### src/sv/lps_pkg.sv
// Shared constants for the lexicographic permutation stepper.
// No dependencies; lps_if, lps_ctrl and the top level refer to names here by scope.
`timescale 1ns / 1ps

package lps_pkg;

   // Fixed field widths of the request and response channels
   localparam int ELEMENT_W  = 8;
   localparam int POSITION_W = 4;

   // Request mode codes
   localparam logic MODE_LOAD = 1'b0;
   localparam logic MODE_STEP = 1'b1;

   // Direction register codes
   localparam logic DIR_NEXT = 1'b0;
   localparam logic DIR_PREV = 1'b1;

   // Register select bit (word index taken from paddr[2])
   localparam logic CSR_DIRECTION = 1'b0;

endpackage

### src/sv/lps_if.sv
// Valid/ready channel interfaces for request and response transfers.
// Depends on lps_pkg for the field widths.
`timescale 1ns / 1ps

interface lps_req_if;
   logic                          valid;
   logic                          ready;
   logic                          mode;
   logic [lps_pkg::ELEMENT_W-1:0] value;
   logic                          first;

   modport source (output valid, output mode, output value, output first, input ready);
   modport sink   (input valid, input mode, input value, input first, output ready);
endinterface

interface lps_rsp_if;
   logic                           valid;
   logic                           ready;
   logic [lps_pkg::ELEMENT_W-1:0]  element;
   logic [lps_pkg::POSITION_W-1:0] position;
   logic                           last;
   logic                           found;
   logic                           truncated;

   modport source (output valid, output element, output position, output last,
                   output found, output truncated, input ready);
   modport sink   (input valid, input element, input position, input last,
                   input found, input truncated, output ready);
endinterface

### src/sv/lps_store.sv
// Sequence memory: one write port, one read port, registered read data.
// Standalone; used by lps_ctrl.
`timescale 1ns / 1ps

module lps_store #(
   parameter int DEPTH = 16,
   parameter int WIDTH = 8
) (
   input  logic                     clock,
   input  logic                     we,
   input  logic [$clog2(DEPTH)-1:0] waddr,
   input  logic [WIDTH-1:0]         wdata,
   input  logic                     re,
   input  logic [$clog2(DEPTH)-1:0] raddr,
   output logic [WIDTH-1:0]         rdata
);

   logic [WIDTH-1:0] mem [DEPTH];
   logic [WIDTH-1:0] rdata_ff;

   // write port
   always_ff @(posedge clock) begin
      if (we) begin
         mem[waddr] <= wdata;
      end
   end

   // read port, data held until the next read
   always_ff @(posedge clock) begin
      if (re) begin
         rdata_ff <= mem[raddr];
      end
   end

   assign rdata = rdata_ff;

endmodule

### src/sv/lps_ctrl.sv
// Sequencer for loads, pivot search, swap/reverse and emission.
// Depends on lps_pkg, lps_if and lps_store.
`timescale 1ns / 1ps

module lps_ctrl #(
   parameter int MAX_LEN    = 16,
   parameter int ELEM_WIDTH = 8
) (
   input  logic         clock,
   input  logic         reset,
   input  logic         direction,
   lps_req_if.sink      req_ch,
   lps_rsp_if.source    rsp_ch
);

   localparam int IW = $clog2(MAX_LEN);
   localparam int CW = $clog2(MAX_LEN + 1);

   typedef enum logic [11:0] {
      ST_IDLE     = 12'b0000_0000_0001,
      ST_PS_START = 12'b0000_0000_0010,
      ST_PS_FIRST = 12'b0000_0000_0100,
      ST_PS_SCAN  = 12'b0000_0000_1000,
      ST_KS_START = 12'b0000_0001_0000,
      ST_KS_SCAN  = 12'b0000_0010_0000,
      ST_X_RD_LO  = 12'b0000_0100_0000,
      ST_X_RD_HI  = 12'b0000_1000_0000,
      ST_X_WR_LO  = 12'b0001_0000_0000,
      ST_X_WR_HI  = 12'b0010_0000_0000,
      ST_EMIT_RD  = 12'b0100_0000_0000,
      ST_EMIT     = 12'b1000_0000_0000
   } state_type;

   // true when a goes before b in the active direction
   function automatic logic ordered_before(input logic [ELEM_WIDTH-1:0] a,
                                           input logic [ELEM_WIDTH-1:0] b,
                                           input logic                  dir);
      logic res;
      if (dir == lps_pkg::DIR_PREV) begin
         res = (a > b);
      end else begin
         res = (a < b);
      end
      return res;
   endfunction

   state_type              state_ff, state_in;
   logic [CW-1:0]          cnt_ff, cnt_in;
   logic                   ovf_ff, ovf_in;
   logic                   found_ff, found_in;
   logic [IW-1:0]          ptr_ff, ptr_in;
   logic [IW-1:0]          piv_ff, piv_in;
   logic [IW-1:0]          lo_ff, lo_in;
   logic [IW-1:0]          hi_ff, hi_in;
   logic                   rev_ff, rev_in;
   logic [ELEM_WIDTH-1:0]  pivval_ff, pivval_in;
   logic [ELEM_WIDTH-1:0]  right_ff, right_in;
   logic [ELEM_WIDTH-1:0]  hold_ff, hold_in;

   logic                             out_valid_ff, out_valid_in;
   logic [lps_pkg::ELEMENT_W-1:0]    out_elem_ff, out_elem_in;
   logic [lps_pkg::POSITION_W-1:0]   out_pos_ff, out_pos_in;
   logic                             out_last_ff, out_last_in;
   logic                             out_found_ff, out_found_in;
   logic                             out_trunc_ff, out_trunc_in;

   logic                  mem_we, mem_re;
   logic [IW-1:0]         mem_waddr, mem_raddr;
   logic [ELEM_WIDTH-1:0] mem_wdata, mem_rdata;

   logic [CW-1:0]         cnt_m1;
   logic [IW-1:0]         last_idx;
   logic [IW-1:0]         piv_p1;
   logic [31:0]           val_ext, rd_ext, ptr_ext;
   logic                  out_free;

   lps_store #(
      .DEPTH(MAX_LEN),
      .WIDTH(ELEM_WIDTH)
   ) u_store (
      .clock(clock),
      .we   (mem_we),
      .waddr(mem_waddr),
      .wdata(mem_wdata),
      .re   (mem_re),
      .raddr(mem_raddr),
      .rdata(mem_rdata)
   );

   assign cnt_m1   = cnt_ff - CW'(1);
   assign last_idx = cnt_m1[IW-1:0];
   assign piv_p1   = piv_ff + IW'(1);
   assign val_ext  = 32'(req_ch.value);
   assign rd_ext   = 32'(mem_rdata);
   assign ptr_ext  = 32'(ptr_ff);
   assign out_free = !out_valid_ff || rsp_ch.ready;

   assign req_ch.ready = (state_ff == ST_IDLE);

   // next-state and memory access sequencing
   always_comb begin
      state_in     = state_ff;
      cnt_in       = cnt_ff;
      ovf_in       = ovf_ff;
      found_in     = found_ff;
      ptr_in       = ptr_ff;
      piv_in       = piv_ff;
      lo_in        = lo_ff;
      hi_in        = hi_ff;
      rev_in       = rev_ff;
      pivval_in    = pivval_ff;
      right_in     = right_ff;
      hold_in      = hold_ff;
      out_valid_in = out_valid_ff && !rsp_ch.ready;
      out_elem_in  = out_elem_ff;
      out_pos_in   = out_pos_ff;
      out_last_in  = out_last_ff;
      out_found_in = out_found_ff;
      out_trunc_in = out_trunc_ff;
      mem_we       = 1'b0;
      mem_waddr    = '0;
      mem_wdata    = val_ext[ELEM_WIDTH-1:0];
      mem_re       = 1'b0;
      mem_raddr    = '0;

      case (state_ff)
         ST_IDLE: begin
            if (req_ch.valid) begin
               if (req_ch.mode == lps_pkg::MODE_LOAD) begin
                  if (req_ch.first) begin
                     mem_we    = 1'b1;
                     mem_waddr = '0;
                     cnt_in    = CW'(1);
                     ovf_in    = 1'b0;
                  end else if (cnt_ff < CW'(MAX_LEN)) begin
                     mem_we    = 1'b1;
                     mem_waddr = cnt_ff[IW-1:0];
                     cnt_in    = cnt_ff + CW'(1);
                  end else begin
                     ovf_in = 1'b1;
                  end
               end else begin
                  found_in = 1'b0;
                  if (cnt_ff < CW'(2)) begin
                     state_in = ST_EMIT_RD;
                  end else begin
                     state_in = ST_PS_START;
                  end
               end
            end
         end
         // pivot scan from the right, one element per cycle
         ST_PS_START: begin
            mem_re    = 1'b1;
            mem_raddr = last_idx;
            ptr_in    = last_idx;
            state_in  = ST_PS_FIRST;
         end
         ST_PS_FIRST: begin
            right_in  = mem_rdata;
            mem_re    = 1'b1;
            mem_raddr = ptr_ff - IW'(1);
            ptr_in    = ptr_ff - IW'(1);
            state_in  = ST_PS_SCAN;
         end
         ST_PS_SCAN: begin
            if (ordered_before(mem_rdata, right_ff, direction)) begin
               piv_in    = ptr_ff;
               pivval_in = mem_rdata;
               found_in  = 1'b1;
               state_in  = ST_KS_START;
            end else if (ptr_ff == '0) begin
               state_in = ST_EMIT_RD;
            end else begin
               right_in  = mem_rdata;
               mem_re    = 1'b1;
               mem_raddr = ptr_ff - IW'(1);
               ptr_in    = ptr_ff - IW'(1);
            end
         end
         // rightmost element that the pivot goes before
         ST_KS_START: begin
            mem_re    = 1'b1;
            mem_raddr = last_idx;
            ptr_in    = last_idx;
            state_in  = ST_KS_SCAN;
         end
         ST_KS_SCAN: begin
            if (ordered_before(pivval_ff, mem_rdata, direction) || ptr_ff == piv_p1) begin
               lo_in    = piv_ff;
               hi_in    = ptr_ff;
               rev_in   = 1'b0;
               state_in = ST_X_RD_LO;
            end else begin
               mem_re    = 1'b1;
               mem_raddr = ptr_ff - IW'(1);
               ptr_in    = ptr_ff - IW'(1);
            end
         end
         // pair exchange: pivot swap first, then tail reversal
         ST_X_RD_LO: begin
            mem_re    = 1'b1;
            mem_raddr = lo_ff;
            state_in  = ST_X_RD_HI;
         end
         ST_X_RD_HI: begin
            hold_in   = mem_rdata;
            mem_re    = 1'b1;
            mem_raddr = hi_ff;
            state_in  = ST_X_WR_LO;
         end
         ST_X_WR_LO: begin
            mem_we    = 1'b1;
            mem_waddr = lo_ff;
            mem_wdata = mem_rdata;
            state_in  = ST_X_WR_HI;
         end
         ST_X_WR_HI: begin
            mem_we    = 1'b1;
            mem_waddr = hi_ff;
            mem_wdata = hold_ff;
            if (!rev_ff) begin
               lo_in  = piv_p1;
               hi_in  = last_idx;
               rev_in = 1'b1;
            end else begin
               lo_in = lo_ff + IW'(1);
               hi_in = hi_ff - IW'(1);
            end
            if (lo_in < hi_in) begin
               state_in = ST_X_RD_LO;
            end else begin
               state_in = ST_EMIT_RD;
            end
         end
         // emission, next read overlapped with each output load
         ST_EMIT_RD: begin
            mem_re    = 1'b1;
            mem_raddr = '0;
            ptr_in    = '0;
            state_in  = ST_EMIT;
         end
         ST_EMIT: begin
            if (out_free) begin
               out_valid_in = 1'b1;
               out_elem_in  = (cnt_ff == '0) ? '0 : rd_ext[lps_pkg::ELEMENT_W-1:0];
               out_pos_in   = ptr_ext[lps_pkg::POSITION_W-1:0];
               out_last_in  = (cnt_ff == '0) || (ptr_ff == last_idx);
               out_found_in = found_ff;
               out_trunc_in = ovf_ff;
               if (out_last_in) begin
                  state_in = ST_IDLE;
               end else begin
                  mem_re    = 1'b1;
                  mem_raddr = ptr_ff + IW'(1);
                  ptr_in    = ptr_ff + IW'(1);
               end
            end
         end
         default: begin
            state_in = ST_IDLE;
         end
      endcase
   end

   // control state
   always_ff @(posedge clock) begin
      if (reset) begin
         state_ff     <= ST_IDLE;
         cnt_ff       <= '0;
         ovf_ff       <= 1'b0;
         found_ff     <= 1'b0;
         out_valid_ff <= 1'b0;
      end else begin
         state_ff     <= state_in;
         cnt_ff       <= cnt_in;
         ovf_ff       <= ovf_in;
         found_ff     <= found_in;
         out_valid_ff <= out_valid_in;
      end
   end

   // working and payload registers
   always_ff @(posedge clock) begin
      ptr_ff       <= ptr_in;
      piv_ff       <= piv_in;
      lo_ff        <= lo_in;
      hi_ff        <= hi_in;
      rev_ff       <= rev_in;
      pivval_ff    <= pivval_in;
      right_ff     <= right_in;
      hold_ff      <= hold_in;
      out_elem_ff  <= out_elem_in;
      out_pos_ff   <= out_pos_in;
      out_last_ff  <= out_last_in;
      out_found_ff <= out_found_in;
      out_trunc_ff <= out_trunc_in;
   end

   assign rsp_ch.valid     = out_valid_ff;
   assign rsp_ch.element   = out_elem_ff;
   assign rsp_ch.position  = out_pos_ff;
   assign rsp_ch.last      = out_last_ff;
   assign rsp_ch.found     = out_found_ff;
   assign rsp_ch.truncated = out_trunc_ff;

endmodule

### src/sv/lexicographic_permutation_step.sv
// Lexicographic permutation stepper. Load transfers (mode 0) write one element into the
// sequence memory (or, once it is full, drop it and flag truncation) and return nothing; a
// step transfer (mode 1) rewrites the held sequence into its next (direction 0) or previous
// (direction 1) permutation and then returns every element in order, one response per cycle
// when the sink keeps up. Everything goes through one single-port-read, single-port-write
// memory, so a step of n elements with pivot p is accepted, scans for the pivot from the
// right, searches for the swap partner, exchanges the pivot pair and then the (n - p - 1) / 2
// tail pairs, and then emits the sequence. Requests are taken only between steps; the last
// response may still wait in its output register while the next request is accepted.
// Depends on lps_pkg, lps_if, lps_store and lps_ctrl.
`timescale 1ns / 1ps

module lexicographic_permutation_step #(
   parameter int MAX_LEN    = 16,
   parameter int ELEM_WIDTH = 8
) (
   input  logic        clock,
   input  logic        reset,
   lps_req_if.sink     req_ch,
   lps_rsp_if.source   rsp_ch,
   input  logic        psel,
   input  logic        penable,
   input  logic        pwrite,
   input  logic [2:0]  paddr,
   input  logic [31:0] pwdata,
   output logic [31:0] prdata,
   output logic        pready
);

   logic direction_ff, direction_in;
   logic csr_wr;

   // register write at the access phase
   assign csr_wr = psel && penable && pwrite;

   always_comb begin
      direction_in = direction_ff;
      if (csr_wr && paddr[2] == lps_pkg::CSR_DIRECTION) begin
         direction_in = pwdata[0];
      end
   end

   always_ff @(posedge clock) begin
      if (reset) begin
         direction_ff <= lps_pkg::DIR_NEXT;
      end else begin
         direction_ff <= direction_in;
      end
   end

   assign pready = 1'b1;
   assign prdata = (paddr[2] == lps_pkg::CSR_DIRECTION) ? {31'd0, direction_ff} : 32'd0;

   lps_ctrl #(
      .MAX_LEN   (MAX_LEN),
      .ELEM_WIDTH(ELEM_WIDTH)
   ) u_ctrl (
      .clock    (clock),
      .reset    (reset),
      .direction(direction_ff),
      .req_ch   (req_ch),
      .rsp_ch   (rsp_ch)
   );

endmodule
### src/flat_wrapper.sv
// flat-port wrapper written by rule: the top's interface ports become plain ports
module lexicographic_permutation_step_flat 
#(
   parameter int MAX_LEN    = 16,
   parameter int ELEM_WIDTH = 8
)
  (clock, reset, psel, penable, pwrite, paddr, pwdata, prdata, pready, req_ch_valid, req_ch_mode, req_ch_value, req_ch_first, req_ch_ready, rsp_ch_valid, rsp_ch_element, rsp_ch_position, rsp_ch_last, rsp_ch_found, rsp_ch_truncated, rsp_ch_ready);
  lps_req_if req_ch_i ();
  lps_rsp_if rsp_ch_i ();
  input  logic clock;
  input  logic reset;
  input  logic psel;
  input  logic penable;
  input  logic pwrite;
  input  logic [2:0] paddr;
  input  logic [31:0] pwdata;
  output logic [31:0] prdata;
  output logic pready;
  input wire logic [$bits(req_ch_i.valid)-1:0] req_ch_valid;
  input wire logic [$bits(req_ch_i.mode)-1:0] req_ch_mode;
  input wire logic [$bits(req_ch_i.value)-1:0] req_ch_value;
  input wire logic [$bits(req_ch_i.first)-1:0] req_ch_first;
  output wire logic [$bits(req_ch_i.ready)-1:0] req_ch_ready;
  output wire logic [$bits(rsp_ch_i.valid)-1:0] rsp_ch_valid;
  output wire logic [$bits(rsp_ch_i.element)-1:0] rsp_ch_element;
  output wire logic [$bits(rsp_ch_i.position)-1:0] rsp_ch_position;
  output wire logic [$bits(rsp_ch_i.last)-1:0] rsp_ch_last;
  output wire logic [$bits(rsp_ch_i.found)-1:0] rsp_ch_found;
  output wire logic [$bits(rsp_ch_i.truncated)-1:0] rsp_ch_truncated;
  input wire logic [$bits(rsp_ch_i.ready)-1:0] rsp_ch_ready;
  assign req_ch_i.valid = req_ch_valid;
  assign req_ch_i.mode = req_ch_mode;
  assign req_ch_i.value = req_ch_value;
  assign req_ch_i.first = req_ch_first;
  assign req_ch_ready = req_ch_i.ready;
  assign rsp_ch_valid = rsp_ch_i.valid;
  assign rsp_ch_element = rsp_ch_i.element;
  assign rsp_ch_position = rsp_ch_i.position;
  assign rsp_ch_last = rsp_ch_i.last;
  assign rsp_ch_found = rsp_ch_i.found;
  assign rsp_ch_truncated = rsp_ch_i.truncated;
  assign rsp_ch_i.ready = rsp_ch_ready;
  lexicographic_permutation_step #(.MAX_LEN(MAX_LEN), .ELEM_WIDTH(ELEM_WIDTH)) u_core (.clock(clock), .reset(reset), .req_ch(req_ch_i), .rsp_ch(rsp_ch_i), .psel(psel), .penable(penable), .pwrite(pwrite), .paddr(paddr), .pwdata(pwdata), .prdata(prdata), .pready(pready));
endmodule
### config.mk
export PLATFORM = sky130hd
export DESIGN_NAME = lexicographic_permutation_step_flat
export DESIGN_NICKNAME = d
export VERILOG_FILES = /design/src/sv/lps_pkg.sv /design/src/sv/lps_if.sv /design/src/sv/lps_store.sv /design/src/sv/lps_ctrl.sv /design/src/sv/lexicographic_permutation_step.sv /design/src/flat_wrapper.sv
export SDC_FILE = /design/constraint.sdc
export NUM_CORES = 1
export LEC_CHECK = 0
export BUFFER_PORTS_ARGS = -buffer_cell sky130_fd_sc_hd__buf_4
export CORE_MARGIN = 2
export CORE_UTILIZATION = 54
export CTS_CLUSTER_DIAMETER = 150
export DETAILED_ROUTE_END_ITERATION = 6
export PLACE_DENSITY = 0.77
export SKIP_LAST_GASP = 1
export SLEW_MARGIN = 0
export SYNTH_ARGS = -nofsm -noshare
export SYNTH_HDL_FRONTEND = slang
export SYNTH_SLANG_ARGS = --single-unit
### constraint.sdc
create_clock -name clock -period 2.8 [get_ports clock]
set_input_delay 0.28 -clock clock [delete_from_list [all_inputs] [get_ports clock]]
set_output_delay 0.28 -clock clock [all_outputs]
set_load 0.03 [all_outputs]
==> results.yml <==
outcome:
  status: "finished with violations"
  violations: "negative setup slack"
power_and_ir_drop:
  vdd_drop_max_uv: 576
  p_leak_nw: 5.58
  power_density_nw_per_um2: 591
sta:
  clock_skew_ps: 29.1
  timing.hold.ws_ps: 50.7
  rsz0062_at_grt: "yes"
  timing.final.crit_share_pct: 121
  worst_slack_ps: -581
  worst_slew_pin_slew_ps: 872
  timing.fmax_mhz: 296
  finalSetupViolCount: 159
  finalMaxSlewViolations: 0
  hold_viol_final: 0
  max_slew_margin_pct: 41.8
  period_needed_ps: 3380
job:
  cap_violations: 0
clock_tree:
  clk_latency_ps: 540
  ctsHtreeMaxLevel: 1
  clkSinkCount: 213
  clock_path_buffers: 3
  cts_made_buffers: 23
  tritoncts: "built"
  clk_pin_slew_worst_paths_ps: 60
  cts_root_buf: "clkbuf_16"
routing:
  drc: 0
  vias: 7718
  first_iter_violations: 956
  drt_wl_total_mm: 27.7
  dr.pass1.iters: 6
  drtAntennaViolNets: 0
  routedWlPerCell_um: 21.4
  viasPerCell: 5.97
die:
  die_area_um2: 20000
  core_um2: 18600
  rows: 50
  die_h_um: 141
  start_util_pct: 54.8
  ios: 102
  fp.dieW_um: 141
yosys:
  syn_inst: 805
  synth_edf_count: 192
  ys_async_sr_fraction_pct: 0
  postSynthAreaPerCell_um2: 12.7
  ys.warnings.count: 0
  ys_types: 73
  syn-cell-area_um2: 10200
  ys_seq_elements: 213
  seq_area_frac_synth_pct: 60.7
  synth_ff_type: "edfxtp_1"
worst_setup_path:
  end_kind: "flip-flop"
  r2r_setup_slack_ps: -580
  cp_max_fo: 8
  startpoint_type: "flip-flop"
  crit_type: "flip-flop to flip-flop"
  required_ps: 3080
  cp.arrival_ps: 3660
global_route:
  track_usage_pct: 26.8
  antenna_found_initial: 0
  grt_pass1_vias: 7576
  grt_pass1_wl_mm: 41.3
  grt_max_degree: 17
  overflow: 0
finish:
  final_cell_mix: "buf_4, edfxtp_1, nand2_1"
  syn2layout_area_growth_pct: 34.2
  final_layout_size_suffix_gt1_share_pct: 36.4
  final_common_cell: "buf_4"
  fillers: 1082
  multiInputGateArea_um2: 4190
  register_area_um2: 6190
  fin_nets: 1122
  n_antenna_cell: 0
place:
  dp_hpwl_mm: 18.3
  io_buffers: 36
  dpl_worst_slack_ps: -643
  finalWeightedCongestion: 0.980
min_path:
  hp-class: "input pin to flip-flop"
## area by class of cell
cell class,count,share of cell area [%]
Tap cell,234,2.14
Timing Repair Buffer,240,15.5
Multi-Input combinational cell,534,30.7
Clock buffer,28,4.58
Inverter,30,0.842
Clock inverter,14,1.01
Sequential cell,213,45.3
## routing by layer
| metal | global-route usage, % | vias to the layer above | part of all wire (%) |
|---|---|---|---|
| li1 | - | 3448 | - |
| met1 | 33.3 | 3745 | 38 |
| met2 | 46.8 | 434 | 50 |
| met3 | 4.56 | 91 | 7.9 |
| met4 | 11.2 | 0 | 4.2 |
| met5 | 0 | - | 0 |
## stage by stage
stage | instances | util [%] | total power [W] | area (um2) | setup TNS (ps)
finish | 1293 | 73.6 | 0.00807 | 13700 | -26170
global route | 1293 | 73.6 | 0.00834 | 13700 | -48170
CTS | 1286 | 72.3 | 0.00799 | 13400 | -11070
detailed placement | 1222 | 65.0 | 0.00491 | 12100 | -32280
global placement | 1222 | 65.0 | 0.00488 | 12100 | -26130
floorplan | 835 | - | 0.00436 | 10400 | -4750
## worst max-delay path: stages, from the launching register on
cell	delay, ps
edfxtp_1	470
inv_2	120
ha_4	200
nor2b_1	120
o211ai_1	170
a21o_1	200
nor3b_4	260
nor3_1	70
buf_4	140
o41a_4	530
mux2i_2	220
a22o_1	220
nor2_2	70
a211o_1	300
## path summary, 6_finish.rpt
check                                      startpoint                                       end  depth (start not counted)
min reg2reg         u_core.u_ctrl.ovf_ff$_SDFFE_PP0P_  u_core.u_ctrl.rsp_ch.truncated$_DFFE_PP_                          0
min                                             reset    u_core.u_ctrl.state_ff[3]$_SDFFE_PP0P_                          2
max          u_core.u_ctrl.u_store.rdata[1]$_DFFE_PP_  u_core.u_ctrl.u_store.rdata[1]$_DFFE_PP_                         13
max reg2reg  u_core.u_ctrl.u_store.rdata[1]$_DFFE_PP_  u_core.u_ctrl.u_store.rdata[1]$_DFFE_PP_                         13
## power breakdown
group	internal [W]	leakage [nW]	switching [W]	total (W)
combinational	0.000632	3.31	0.000807	0.00144
clock	0.00179	0.375	0.00125	0.00304
sequential	0.00355	1.90	0.0000468	0.00359
total	0.00597	5.58	0.00211	0.00807
## flip-flops by register name, summed over array words and instances, names as in the netlist, 5 cells and up
| signal | count |
|---|---|
| u_core.u_ctrl.u_store.mem | 128 |
| u_core.u_ctrl.pivval_ff | 8 |
| u_core.u_ctrl.hold_ff | 8 |
| u_core.u_ctrl.state_ff | 12 |
| u_core.u_ctrl.cnt_ff | 5 |
| u_core.u_ctrl.rsp_ch.element | 8 |
| u_core.u_ctrl.right_ff | 8 |
| u_core.u_ctrl.u_store.rdata | 8 |
## logic make-up after synthesis
group           after synthesis  synth area share (%)
mux                          70                  7.00
other cells                   2                0.0737
xor+xnor                     25                  2.28
buf+inv                      88                  5.15
flops                       213                  60.7
fa+ha+maj                    28                  3.44
compound gates              130                  9.14
simple gates                249                  12.2
## Yosys cell counts (all sizes together) (3+ instances only)
master	instances	area share, %
edfxtp	192	57
nand2	76	2.8
mux2i	60	5.9
nor2	59	2.2
buf	48	3.7
inv	30	1.1
ha	28	3.4
nand3	25	1.3
a21oi	24	1.2
a22oi	22	1.6
dfxtp	21	4.1
o21ai	20	0.98
nor3	19	1.2
nand4	13	0.80
xor2	13	1.1
nor2b	11	0.68
xnor2	11	0.95
clkbuf	10	0.38
mux2	10	1.1
and3	9	0.57
o211ai	9	0.66
and2	6	0.37
a21o	5	0.37
a221oi	5	0.43
nand2b	5	0.31
nand3b	5	0.37
nor4	5	0.45
or2	5	0.31
a211o	4	0.36
a221o	4	0.39
nand4b	4	0.34
o2111ai	4	0.34
o22a	4	0.34
o22ai	4	0.25
a222oi	3	0.29
a22o	3	0.26
nor3b	3	0.27
o21bai	3	0.22
or3	3	0.18
## timing repair
item / 4_1_cts / 5_1_grt
setup endpoints to repair: 160 / 293
pin swaps: 25 / 24
hold buffers: 1 / 0
gates cloned: 3 / 0
endpoints found under the hold margin: 1 / 0
setup buffers: 20 / 12
resized for setup: 87 / 34
Note: power is estimated with default switching activity, not from simulation.
